## src/rtl/hml_pkg.sv

```systemverilog
// Shared types, widths and codes for the histogram matching lookup block.
package hml_pkg;

  localparam int unsigned LEVELS_DEF = 256;

  localparam int unsigned IDX_W    = 8;
  localparam int unsigned FRAC_W   = 17;
  localparam int unsigned BIN_W    = 32;
  localparam int unsigned CNT_W    = 9;
  localparam int unsigned DNMIN_W  = 16;
  localparam int unsigned DN_W     = 17;
  localparam int unsigned TOTAL_W  = 32;
  localparam int unsigned THR_W    = FRAC_W + TOTAL_W;

  localparam int unsigned IN_TDATA_W  = 64;
  localparam int unsigned OUT_TDATA_W = 24;

  localparam int unsigned CFG_AW = 2;
  localparam int unsigned CFG_DW = 32;

  localparam logic [CNT_W-1:0] LEVEL_COUNT_RST = CNT_W'(256);

  localparam logic FUNC_LOAD = 1'b0;
  localparam logic FUNC_BIN  = 1'b1;

  typedef enum logic [CFG_AW-1:0] {
    CFG_DN_MIN      = 2'd0,
    CFG_LEVEL_COUNT = 2'd1,
    CFG_TOTAL_COUNT = 2'd2
  } cfg_reg_e;

  typedef struct packed {
    logic                 is_bin;
    logic                 wr_en;
    logic [IDX_W-1:0]     idx;
    logic [FRAC_W-1:0]    frac;
    logic [BIN_W-1:0]     bin_count;
    logic                 last;
  } cmd_t;

  typedef struct packed {
    logic                 upd;
    logic [DNMIN_W-1:0]   dn_min;
    logic [CNT_W-1:0]     level_count;
    logic [TOTAL_W-1:0]   total_count;
  } cfg_t;

endpackage

```

## src/rtl/hml_front.sv

```systemverilog
// Input side: accepts beats, classifies them and holds them in a two-entry queue.
module hml_front import hml_pkg::*; #(
  parameter int unsigned LEVELS = LEVELS_DEF
) (
  input  logic                  clk_i,
  input  logic                  rst_ni,
  input  logic                  s_axis_tvalid,
  output logic                  s_axis_tready,
  input  logic [IN_TDATA_W-1:0] s_axis_tdata,  // level_index, cdf_fraction, bin_count
  input  logic                  s_axis_tuser,  // func
  input  logic                  s_axis_tlast,
  output cmd_t                  cmd_o,
  output logic                  cmd_valid_o,
  input  logic                  cmd_ready_i
);

  cmd_t       entry_q [2];
  logic       wr_ptr_q, rd_ptr_q;
  logic [1:0] count_q;
  cmd_t       cmd_in;
  logic       push, pop;

  always_comb begin
    cmd_in.is_bin    = (s_axis_tuser == FUNC_BIN);
    cmd_in.idx       = s_axis_tdata[IDX_W-1:0];
    cmd_in.frac      = s_axis_tdata[IDX_W +: FRAC_W];
    cmd_in.bin_count = s_axis_tdata[IDX_W+FRAC_W +: BIN_W];
    cmd_in.last      = s_axis_tlast;
    cmd_in.wr_en     = (s_axis_tuser == FUNC_LOAD) &&
                       ({{(32-IDX_W){1'b0}}, cmd_in.idx} < 32'(LEVELS));
  end

  assign s_axis_tready = (count_q != 2'd2);
  assign push          = s_axis_tvalid && s_axis_tready;
  assign cmd_valid_o   = (count_q != 2'd0);
  assign pop           = cmd_valid_o && cmd_ready_i;
  assign cmd_o         = entry_q[rd_ptr_q];

  always_ff @(posedge clk_i or negedge rst_ni) begin
    if (!rst_ni) begin
      wr_ptr_q <= 1'b0;
      rd_ptr_q <= 1'b0;
      count_q  <= 2'd0;
    end else begin
      if (push) begin
        wr_ptr_q <= ~wr_ptr_q;
      end
      if (pop) begin
        rd_ptr_q <= ~rd_ptr_q;
      end
      if (push && !pop) begin
        count_q <= count_q + 2'd1;
      end else if (pop && !push) begin
        count_q <= count_q - 2'd1;
      end
    end
  end

  always_ff @(posedge clk_i) begin
    if (push) begin
      entry_q[wr_ptr_q] <= cmd_in;
    end
  end

endmodule

```

## config.mk

```make
export PLATFORM = sky130hd
export DESIGN_NAME = hml_front
export DESIGN_NICKNAME = d
export VERILOG_FILES = /design/src/rtl/hml_pkg.sv /design/src/rtl/hml_front.sv
export SDC_FILE = /design/constraint.sdc
export NUM_CORES = 1
export LEC_CHECK = 0
export BUFFER_PORTS_ARGS = -buffer_cell sky130_fd_sc_hd__buf_2
export CELL_PAD_IN_SITES_DETAIL_PLACEMENT = 1
export CELL_PAD_IN_SITES_GLOBAL_PLACEMENT = 1
export CORE_MARGIN = 3
export CORE_UTILIZATION = 35
export CTS_CLUSTER_DIAMETER = 80
export CTS_CLUSTER_SIZE = 20
export DETAILED_ROUTE_END_ITERATION = 10
export GPL_ROUTABILITY_DRIVEN = 0
export GPL_TIMING_DRIVEN = 0
export PLACE_DENSITY_LB_ADDON = 0.1
export SLEW_MARGIN = 15
export SYNTH_ARGS = -nofsm -noshare
export SYNTH_HDL_FRONTEND = slang
export SYNTH_SLANG_ARGS = --single-unit
```

## constraint.sdc

```tcl
create_clock -name clk_i -period 4.9 [get_ports clk_i]
set_clock_uncertainty 0.1 [all_clocks]
set_input_delay 0.245 -clock clk_i [delete_from_list [all_inputs] [get_ports clk_i]]
set_output_delay 0.245 -clock clk_i [all_outputs]
set_load 0.01 [all_outputs]
```

# Yosys cells after proc, flatten, opt, wreduce, memory -nomap -nowiden
# Memory sizes are Yosys's and may differ from the RTL's.
# Index checks and enable logic that the tools add are counted.
[totals] out_inout_bits=62 regBits=4 ram_bits=120 wordCells=22 inputBits=70 mem_count=1
[op_classes] n_eq_ne=1 bitwise=3 n_reduce_logical=8 muxes=4 addsub=2
[memory_table] memory="entry_q" depth=2 width=60 read_ports=1 rd_clocked_by_memory_dff=0 wr=1 line_no="hml_front.sv:17" text="cmd_t entry_q [2];"
[ops] op="logical AND 1 bit" count=4
[ops] op="2-to-1 mux 2 bit" count=2
[ops] op="nonzero test 2 bit" count=2
[ops] op="NOT 1 bit" count=3
[ops] op="adder 2 x 1 -> 2 bit (second input constant)" count=1
[ops] op="zero test 1 bit" count=2
[ops] op="2-to-1 mux 1 bit" count=2
[ops] op="inequality test 2 bit (second input constant)" count=1
[ops] op="subtractor 2 x 1 -> 2 bit (second input constant)" count=1

# Depth between registers and ports, before layout
# Gate-level depths: netlist of run 1.
[logic_depth] depth_word=6 depth_mapped=7 mapped_depth_nobuf=7

# Worst setup path after synthesis of run 1
# OpenSTA, ideal clock, no wires.
[synth_timing] path_type="reg2reg" startpoint="register count_q[0]" endpoint="memory entry_q[0][0] in the netlist's numbering (enable)" stages_incl_launch_ff=4 n_path_buf=0 setup_slack_ns=1.112 period_less_slack_ns=3.788 required_time_ns=4.322 arrival_time_ns=3.210 setup_time_ns=0.478 cell_sequence="dfrtp_1 > nand2b_1 > nand2_1 > nor2_1"
[synth_via] elab_chain_len=4
[synth_rtl] item="start: declaration" line_no="hml_front.sv:19" text="logic [1:0] count_q;"
[synth_rtl] item="start signal: assignment" line_no="hml_front.sv:52" text="count_q <= count_q + 2'd1;"
[synth_rtl] item="start signal: assignment" line_no="hml_front.sv:54" text="count_q <= count_q - 2'd1;"
[synth_rtl] item="inequality test 2 bit" line_no="hml_front.sv:33" text="assign s_axis_tready = (count_q != 2'd2);"
[synth_rtl] item="via s_axis_tready" line_no="hml_front.sv:8" text="output logic s_axis_tready,"
[synth_rtl] item="logical AND 1 bit" line_no="hml_front.sv:34" text="assign push = s_axis_tvalid && s_axis_tready;"
[synth_rtl] item="2-to-1 mux 1 bit" line_no="hml_front.sv:60" text="if (push) begin"
[synth_rtl] item="2-to-1 mux 1 bit (implied by the code)" line_no="hml_front.sv:61" text="entry_q[wr_ptr_q] <= cmd_in;"
[synth_rtl] item="end: declaration" line_no="hml_front.sv:17"
# The timed path passes the listed nets, and every way through them passes these cells.

==> results of run 1 <==
-- layout make-up --
cell class / instances / area, um^2
Clock buffer: 21 / 440.4
Tap cell: 176 / 220.2
Timing Repair Buffer: 187 / 1281
Fill cell: 1269 / 6462
Sequential cell: 124 / 3704
Clock inverter: 11 / 101.3
Buffer: 7 / 131.4
Multi-Input combinational cell: 73 / 999.7
Inverter: 2 / 7.507
-- state kept, by name, indices dropped and copies added, names as in the netlist --
signal    count
rd_ptr_q      1
wr_ptr_q      1
count_q       2
entry_q     120
-- worst max-delay path by stage --
stage                          start        endpoint  slack, ps  cells after the start
after floorplan           count_q[0]   entry_q[0][0]       1110                      3
final                       rd_ptr_q       cmd_o[23]       3000                      4
after global routing        rd_ptr_q       cmd_o[49]       2920                      4
after global placement    count_q[0]  entry_q[0][42]       -680                      3
after detailed placement  count_q[0]  entry_q[0][42]       3070                      4
after CTS                   rd_ptr_q       cmd_o[51]       2960                      4
-- Yosys cell counts --
cell	number
and3_1	1
buf_12	6
buf_6	1
dfrtp_1	4
edfxtp_1	120
ha_1	1
inv_1	2
mux2_2	1
mux2_4	59
nand2_1	2
nand2b_1	1
nor2_1	2
or2_1	1
xnor2_1	3
xor2_1	2
-- layer usage --
metal | GRT usage (%) | up-vias
met5 | 0 | -
met4 | 5.606 | 0
met3 | 5.718 | 17
met2 | 20.63 | 89
met1 | 13.40 | 1259
li1 | - | 1223
-- power by group through the flow --
stage               Combinational (mW)  Clock [mW]  Sequential, mW
floorplan                        0.914           0            1.54
global route                      1.46        1.22            1.54
detailed placement                1.35           0            1.54
CTS                               1.39        1.17            1.52
finish                            1.35        1.13            1.52
global placement                  1.31           0            1.56
-- metrics by stage --
stage	instance area [um^2]	power, mW
4_1_cts	6885	4.081
5_1_grt	6885	4.215
3_3_place_gp	5670	2.867
6_report	6885	3.999
2_1_floorplan	4830	2.451
3_5_place_dp	5743	2.887
-- logic make-up after synthesis --
logic type	count (synthesis)
AND/OR/NAND/NOR	7
adder cells (fa/ha/maj)	1
multiplexers	60
buffers and inverters	9
XOR/XNOR	5
flip-flops	124
-- worst max-delay path, cell delays in order, from the launching register on --
cell and delay (ps):
dfrtp_1 340, buf_6 190, buf_12 170, mux2_4 310
buf_2 150
==> results by group, run 1 <==
Run status
  • Status: complete, no violations

Timing
  • Setup TNS: 0 ps
  • # setup viols final: 0
  • Slew @ Worst Pin: about 470 ps
  • Minimum clock period: between 1500 and 2000 ps
  • Final Cycle Share: about 39%
  • PnR worst setup slack: about 3000 ps
  • Fmax: about 530 MHz
  • RSZ-0062 raised after global routing: false
  • Max-slew violation count: 0
  • Slew HR: 68.60%
  • Hold Slack: around 38 ps
  • Final hold violations: 0

Pwr
  • Psw: 1.082 mW
  • Leakage: 2.791 nW
  • Sequential power share: a little under two fifths
  • Clk pwr share: 28.3%
  • Power Density: ~580 mW/mm^2
  • Switching Share: 27.05%
  • Peak supply drop: ~250 uV
  • Pint: roughly 2.9 mW
  • Gate power share: approximately a third

Final layout
  • Final Util: just over 50%
  • Commonest non-fill, non-tap cell in the layout: buf_2
  • Most frequent cells in the layout: buf_2 (124), edfxtp_1 (120), dlygate4sd3_1 (60), mux2_4 (59), clkbuf_16 (17)
  • Non-Filler Instances: 601
  • Post-layout nets: 483
  • Share of cells above drive strength 1: between 50% and 60%
  • Ant. Diodes: 0
  • Area grow syn2layout: 42.56%

Critical path
  • Critical setup path kind: flop to output pin
  • Crit path DAT: between 1500 and 2000 ps
  • Reg-to-Reg End: entry_q[0][39]
  • R2R Path Start: count_q[0]
  • Setup crit end kind: output pin
  • Flop2flop setup slack: 3100 ps
  • Worst setup SP type: flop
  • Crit path required time: ~4600 ps
  • CP Max Fanout: 10
  • Reg2Reg Depth: 4

Yosys
  • Yosys cell types: 15
  • Main combinational cell family by area after synthesis: multiplexers
  • Area share of fa/ha/maj cells after synthesis: 0.2591%
  • Synthesized area per cell: roughly 23 um^2
  • Synth warn: 0
  • Yosys top cell area share: between 70 and 80%
  • Post-synth net total: approximately 280
  • Synthesized cell area: 0.004830 mm^2
  • Yosys top cell by area: edfxtp_1
  • #FFs+latches synth: around 120
  • Simple-Gate Fraction of Synth Area: less than 1%
  • Compound-Gate Fraction of Synth Area: 0%
  • Sequential fraction of the synthesis area: 76.68%
  • XOR/XNOR share of the synthesized area: 0.9067%
  • Syn Inst Count: just over 200
  • Cells taking the most area after synthesis: edfxtp_1 (75%), mux2_4 (18%), buf_12 (2.5%)
  • Proportion of synthesized area in mux cells: a little under a fifth

Clock tree
  • CTS H-Tree Depth: 4
  • Clock insertion delay at the later pin of the skew report: 400 ps
  • CTS Buf Count: 17
  • CTS tree: yes
  • Resize count post-CTS: 0
  • Sink Count: between 100 and 150
  • Clk buf depth: 2
  • Clock slew at reported path FFs: around 50 ps
  • Setup Fix Bufs, Post-CTS: 0
  • CTS root buf: clkbuf_16
  • # hold bufs at CTS: 60

Global route
  • First-pass GRT wire length: roughly 14,000 um
  • Vias in the first global route: 2,744
  • Total track usage: 12.36%
  • Initial antenna violation count: 0
  • Gr ovfl total: 0
  • Largest net degree at the start of global routing: 32

Routing
  • Routed wire length: roughly 9000 um
  • Met2 routed WL: 4628 um
  • Drt wl/cell: ~15 um
  • Routed Antenna Nets: 0
  • WL met3: approximately 640 um
  • Pre-antenna DRT Iters: 4
  • WL met1: roughly 3600 um
  • Via count: about 2,600
  • DR DRC count: 0
  • DR top layer: met4
  • Via density: between 4 and 5
  • DRT iter0 DRCs: 84

Placement
  • DP Cell Count: 509
  • # port buffers: 124
  • DP Wirelength: approximately 5700 um
  • Setup WS pre-CTS: roughly 3100 ps

Die
  • Ports: 132
  • Die W: about 120 um
  • Core area: about 0.013 mm^2
  • DIE AREA: approximately 0.015 mm^2
  • Initial core utilization: a little over a third
  • FP Rows: 42
  • Die Y: between 100 and 150 um

Job
  • Max-Cap Viols: 0

Hold path
  • HP Class: input pin to flop
  • Hold endpoint: rd_ptr_q
  • Hold Crit Start: cmd_ready_i
  • Hold Path Stages: 3
(Power assumes the default switching activity.)
==> run 2: changes to the inputs <==
--- a/config.mk
+++ b/config.mk
@@ -5,6 +5,7 @@
 export SDC_FILE = /design/constraint.sdc
 export NUM_CORES = 1
 export LEC_CHECK = 0
+export ABC_AREA = 1
 export BUFFER_PORTS_ARGS = -buffer_cell sky130_fd_sc_hd__buf_2
 export CELL_PAD_IN_SITES_DETAIL_PLACEMENT = 1
 export CELL_PAD_IN_SITES_GLOBAL_PLACEMENT = 1
==> constraint.sdc (replaced) <==
create_clock -name clk_i -period 1.6 [get_ports clk_i]
set_clock_uncertainty 0.1 [all_clocks]
set_input_delay 0.08 -clock clk_i [delete_from_list [all_inputs] [get_ports clk_i]]
set_output_delay 0.08 -clock clk_i [all_outputs]
set_load 0.01 [all_outputs]
==> results by group, run 2 <==
Run status
  • Status: finished with violations
  • Failing checks: setup timing

Timing
  • Final hold violations: 0 (unchanged)
  • Final Cycle Share: 100.4%
  • Hold Slack: 292.7 ps (+254.2 ps)
  • PnR worst setup slack: -6.642 ps (-3011 ps)
  • Minimum clock period: about 1600 ps
  • # setup viols final: 2 (+2)
  • Max-slew violation count: 0 (unchanged)
  • Fmax: a little over 600 MHz
  • RSZ-0062 raised after global routing: true
  • Slew @ Worst Pin: 219.6 ps (-250.3 ps)
  • Slew HR: 85.31% (+17 points)

Die
  • Initial core utilization: 36.54% (+0.35 points)
  • DIE AREA: 0.01487 mm^2 (-2.5%)
  • Die Y: 121.9 um (-1.2%)
  • Ports: 132 (unchanged)
  • Core area: 0.01288 mm^2 (-3.5%)
  • Die W: 121.9 um (-1.2%)
  • FP Rows: 41 (-2.4%)

Critical path
  • R2R Path Start: count_q[1]
  • Worst setup SP type: flop
  • Crit path DAT: 1430 ps (-120 ps)
  • Crit path required time: 1420 ps (-3130 ps)
  • Reg-to-Reg End: entry_q[1][26]
  • Critical setup path kind: flop to output pin
  • Reg2Reg Depth: 4 (unchanged)
  • Setup crit end kind: output pin
  • Flop2flop setup slack: 150 ps (-2950 ps)
  • CP Max Fanout: 9 (-1)

Routing
  • DRT iter0 DRCs: 125 (+49%)
  • WL met1: 4302 um (+21%)
  • Via density: 4.365 (+1.4%)
  • Drt wl/cell: 14.72 um (-1.7%)
  • Via count: 3,265 (+26%)
  • Pre-antenna DRT Iters: 4 (unchanged)
  • Routed wire length: 11,010 um (+22%)
  • Met2 routed WL: 6006 um (+30%)
  • Routed Antenna Nets: 0 (unchanged)
  • DR DRC count: 0 (unchanged)
  • WL met3: 503 um (-22%)
  • DR top layer: met4

Yosys
  • Number of synthesized flops with an enable pin: 120 (unchanged)
  • Most frequent cell after synthesis: nand2_1
  • Synthesized cell area: 0.004705 mm^2 (-2.6%)
  • Async set or reset register ratio after synthesis: 3.226% (unchanged)
  • Yosys top cell by area: edfxtp_1
  • Sequential fraction of the synthesis area: 78.72% (+2.0 points)
  • Synth warn: 0 (unchanged)
  • Post-synth net total: 414 (+49%)
  • #FFs+latches synth: 124 (unchanged)
  • Synthesized area per cell: 13.72 um^2 (-41%)
  • Yosys top cell area share: 76.60% (+2.0 points)
  • Cells taking the most area after synthesis: edfxtp_1 (77%), nand2_1 (13%), nand2_2 (2.9%)
  • Syn Inst Count: 343 (+67%)
  • Yosys cell types: 16 (+1)
  • Top post-synthesis cells by count: nand2_1 (168), edfxtp_1 (120), nand2_2 (22)
  • Synth Flop Type: edfxtp_1

Hold path
  • Hold endpoint: entry_q[0][48]
  • Hold Path Stages: 2 (-1)
  • HP Class: input pin to flop
  • Hold Crit Start: s_axis_tdata[23]

Global route
  • Initial antenna violation count: 0 (unchanged)
  • Vias in the first global route: 3,507 (+28%)
  • Gr ovfl total: 0 (unchanged)
  • Total track usage: 15.44% (+3.1 points)
  • Largest net degree at the start of global routing: 26 (-19%)
  • First-pass GRT wire length: 17,040 um (+25%)

Clock tree
  • Sink Count: 124 (unchanged)
  • CTS H-Tree Depth: 4 (unchanged)
  • CTS tree: yes
  • Clock slew at reported path FFs: 50 ps (about the same)
  • Clock insertion delay at the later pin of the skew report: 410 ps (about the same)
  • CTS root buf: clkbuf_16
  • Clk buf depth: 2 (unchanged)
  • CTS Buf Count: 17 (unchanged)

Final layout
  • Post-layout nets: 635 (+31%)
  • Commonest non-fill, non-tap cell in the layout: nand2_1
  • Share of cells above drive strength 1: 38.19% (-13 points)
  • Reg with most FFs: entry_q
  • Ant. Diodes: 0 (unchanged)
  • Most frequent cells in the layout: nand2_1 (152), edfxtp_1 (120), buf_2 (114), dlygate4sd3_1 (63), nand2_2 (36)
  • Area grow syn2layout: 50.77%
  • Max reg flops: 120 (unchanged)
  • Largest regs: entry_q (120), count_q (2)

Pwr
  • Power Density: 1815 mW/mm^2 (+210%)
  • Peak supply drop: 737.4 uV (+190%)
  • Total chip power: 12.87 mW (+220%)
  • Leakage: 3.042 nW (+9.0%)

Placement
  • DP Wirelength: 7008 um (+23%)
  • # port buffers: 124 (unchanged)

Job
  • Max-Cap Viols: 0 (unchanged)
run 2: cells by family (layout without fill, tap and decap cells):
kind of cell,count (synthesis),in the layout,synth area share [%]
buf+inv,21,254,3.803
fa+ha+maj,1,1,0.2659
flops,124,124,78.72
simple gates,195,195,16.84
xor+xnor,2,2,0.3724
run 2: layout make-up:
| type | count | area [um^2] |
|---|---|---|
| Sequential cell | 124 | 3704 |
| Timing Repair inverter | 1 | 11.26 |
| Inverter | 8 | 42.54 |
| Multi-Input combinational cell | 198 | 908.4 |
| Clock inverter | 11 | 78.83 |
| Tap cell | 172 | 215.2 |
| Fill cell | 1350 | 5783 |
| Buffer | 13 | 175.2 |
| Timing Repair Buffer | 201 | 1521 |
| Clock buffer | 20 | 436.7 |
run 2: repair_timing:
action | in CTS | in global routing
setup buffers | 4 | 3
cloned | 0 | 4
resized for setup | 14 | 29
pin swaps | 2 | 1
hold buffers | 63 | 0
endpoints found under the hold margin | 126 | 0
endpoints found under the setup margin | 152 | 61
run 2: metal layers:
layer,global-route usage (%),vias to the layer above
met5,0,-
met4,7.143,0
met3,4.689,18
met2,27.66,77
met1,16.69,1570
li1,-,1600
run 2: power breakdown:
group | internal (mW) | total [mW] | switching [mW]
Clock | 2.08 | 3.33 | 1.25
Sequential | 4.44 | 4.66 | 0.214
Combinational | 2.16 | 4.89 | 2.73
run 2: how the worst max path moves through the flow:
stage,from,endpoint,slack [ps],depth (start not counted)
floorplan,count_q[0],entry_q[0][0],-410,4
global placement,count_q[0],entry_q[0][14],-1010,4
detailed placement,count_q[0],entry_q[0][4],-150,5
CTS,rd_ptr_q,cmd_o[37],-80,6
global route,rd_ptr_q,cmd_o[25],-80,6
finish,rd_ptr_q,cmd_o[59],-7,6
run 2: critical path: stages, from the launching register on:
cell       delay, ps
dfrtp_1          390
buf_12           160
inv_8             90
clkbuf_16        150
nand2_2           40
nand2_1           60
buf_2            130
run 2: through the flow:
stage	TNS [ps]	setup slack (ps)	std cells	instance area (um^2)	utilization, %
CTS	-1438	-75.15	741	6874	53.39
floorplan	-47980	-410.7	343	4730	-
finish	-9.970	-6.642	748	7093	55.09
global placement	-119100	-1006	639	5565	43.22
detailed placement	-12520	-149.1	643	5645	43.84
global route	-3647	-83.44	748	7093	55.09
==> run 3: changes to the inputs <==
--- a/config.mk
+++ b/config.mk
@@ -10,7 +10,7 @@
 export CELL_PAD_IN_SITES_DETAIL_PLACEMENT = 1
 export CELL_PAD_IN_SITES_GLOBAL_PLACEMENT = 1
 export CORE_MARGIN = 3
-export CORE_UTILIZATION = 35
+export CORE_UTILIZATION = 37
 export CTS_CLUSTER_DIAMETER = 80
 export CTS_CLUSTER_SIZE = 20
 export DETAILED_ROUTE_END_ITERATION = 10
==> results by group, run 3 (same netlist as run 2, synthesis figures left out) <==
Final layout
  • Final Cell Area: 0.007192 mm^2 (+1.4%)
  • Area grow syn2layout: 52.87%
  • Share of cells above drive strength 1: 40.48% (+2.3 points)
  • Ant. Diodes: 0 (unchanged)
  • Number of fillers in the final layout: 1,263 (-6.4%)
  • Reg with most FFs: entry_q
  • Post-layout nets: 636 (+0.16%)
  • Most frequent cells in the layout: nand2_1 (139), edfxtp_1 (120), buf_2 (109), dlygate4sd3_1 (63), nand2_2 (49)
  • Largest regs: entry_q (120), count_q (2)
  • Commonest non-fill, non-tap cell in the layout: nand2_1
  • Max reg flops: 120 (unchanged)

Timing
  • Slew HR: 76.74% (-8.6 points)
  • Max-slew violation count: 0 (unchanged)
  • Slew @ Worst Pin: 348.1 ps (+128.5 ps)
  • RSZ-0062 raised after global routing: true
  • PnR worst setup slack: -9.888 ps (-3.246 ps)
  • Setup TNS: -26.14 ps (-16.17 ps)
  • Final hold violations: 0 (unchanged)
  • # setup viols final: 4 (+2)
  • Fmax: 621.2 MHz (-0.20%)
  • Minimum clock period: 1610 ps (+3.246 ps)
  • Final Cycle Share: 100.6% (+0.20 points)

Routing
  • Via count: 3,264 (-0.031%)
  • Pre-antenna DRT Iters: 4 (unchanged)
  • Routed Antenna Nets: 0 (unchanged)
  • DRT iter0 DRCs: 113 (-9.6%)
  • Routed wire length: 11,540 um (+4.8%)
  • Via density: 4.375 (+0.24%)
  • Drt wl/cell: 15.47 um (+5.1%)
  • DR DRC count: 0 (unchanged)

Clock tree
  • CTS tree: yes
  • Clk buf depth: 2 (unchanged)
  • CTS H-Tree Depth: 4 (unchanged)
  • Clock insertion delay at the later pin of the skew report: 400 ps (about the same)
  • Clock slew at reported path FFs: 50 ps (about the same)
  • CTS root buf: clkbuf_16
  • Sink Count: 124 (unchanged)
  • CTS Buf Count: 17 (unchanged)

Pwr
  • Leakage: 3.067 nW (+0.82%)
  • Power Density: 1809 mW/mm^2 (-0.34%)
  • Peak supply drop: 943.0 uV (+28%)

Critical path
  • Critical setup path kind: flop to output pin
  • Setup crit end kind: output pin
  • Crit path required time: 1420 ps (about the same)
  • CP Max Fanout: 9 (unchanged)
  • Crit path DAT: 1430 ps (about the same)
  • Worst setup SP type: flop

Global route
  • Initial antenna violation count: 0 (unchanged)
  • Total track usage: 16.83% (+1.4 points)
  • Vias in the first global route: 3,657 (+4.3%)
  • Gr ovfl total: 0 (unchanged)
  • Largest net degree at the start of global routing: 23 (-12%)
  • First-pass GRT wire length: 18,230 um (+7.0%)

Die
  • DIE AREA: 0.01410 mm^2 (-5.1%)
  • Ports: 132 (unchanged)
  • FP Rows: 40 (-2.4%)
  • Initial core utilization: 38.52% (+2.0 points)
  • Die W: 118.8 um (-2.6%)
  • Core area: 0.01221 mm^2 (-5.2%)
  • Die Y: 118.8 um (-2.6%)

Placement
  • Placed Area: 0.005690 mm^2 (+0.80%)
  • # port buffers: 124 (unchanged)
  • DP Wirelength: 6997 um (-0.15%)

Hold path
  • HP Class: input pin to flop

Run status
  • Status: finished with violations
  • Failing checks: setup timing

Job
  • Max-Cap Viols: 0 (unchanged)
-- run 3: changes by cell type in the layout (fill, tap and decap cells not counted), moves of 3 or more --
cell and change:
nand2_1 -13, nand2_2 +13, buf_2 -5, buf_6 +5, buf_16 +3, buf_4 -3, clkinv_2 +3
-- run 3: routing by layer --
layer	GRT usage (%)	part of all wire, %	vias to the layer above
li1	-	-	1604
met1	18.70	40	1572
met2	29.95	54	78
met3	5.359	5.2	10
met4	6.517	1.1	0
met5	0	0	-
-- run 3: final timing paths --
check,startpoint,end,slack [ps],depth (start not counted)
worst max register to register,count_q[0],entry_q[0][10],80,6
worst min register to register,count_q[0],count_q[0],420,1
worst min-delay path,s_axis_tdata[9],entry_q[1][34],290,2
worst max-delay path,rd_ptr_q,cmd_o[33],-10,6
min in group asynchronous,rst_ni,count_q[0],490,3
max in group asynchronous,rst_ni,wr_ptr_q,730,3
-- run 3: metrics by stage --
stage                     power, mW  hold slack, ps  cells  util [%]  setup WS [ps]
after global placement        8.596          -202.2    635     45.53         -998.9
after detailed placement      8.950          -203.5    640     46.60         -307.0
after floorplan               7.091          -315.6    343         -         -410.7
after CTS                     12.63           265.3    741     56.89         -61.90
final                         13.01           294.2    746     58.89         -9.888
after global routing          13.82           294.6    746     58.89         -90.29
-- run 3: where the power goes --
group | internal (mW) | switching, mW
clock network | 1.92 | 1.25
logic | 2.33 | 2.83
registers | 4.44 | 0.233
total | 8.69 | 4.32
-- run 3: critical path, cell delays in order (launching register included) --
cell	delay [ps]
dfrtp_1	390
buf_12	160
inv_6	90
buf_12	120
nand2_1	40
nand2_1	80
buf_2	140
-- run 3: cell type report --
type | count | area (um^2) | area share [%]
Sequential cell | 124 | 3704 | 51.50
Timing Repair Buffer | 201 | 1600 | 22.25
Multi-Input combinational cell | 199 | 952.2 | 13.24
Clock buffer | 19 | 432.9 | 6.019
Tap cell | 168 | 210.2 | 2.923
Buffer | 13 | 182.7 | 2.540
Clock inverter | 13 | 58.81 | 0.8177
Inverter | 8 | 42.54 | 0.5915
Timing Repair inverter | 1 | 8.758 | 0.1218
-- run 3: what timing repair did --
action                     4_1_cts  5_1_grt
pin swaps                        2        1
gates cloned                     1        3
resized for setup               18       42
buffers inserted                 5        2
hold buffers                    63        0
setup endpoints to repair      167       95
hold endpoints to repair       126        0
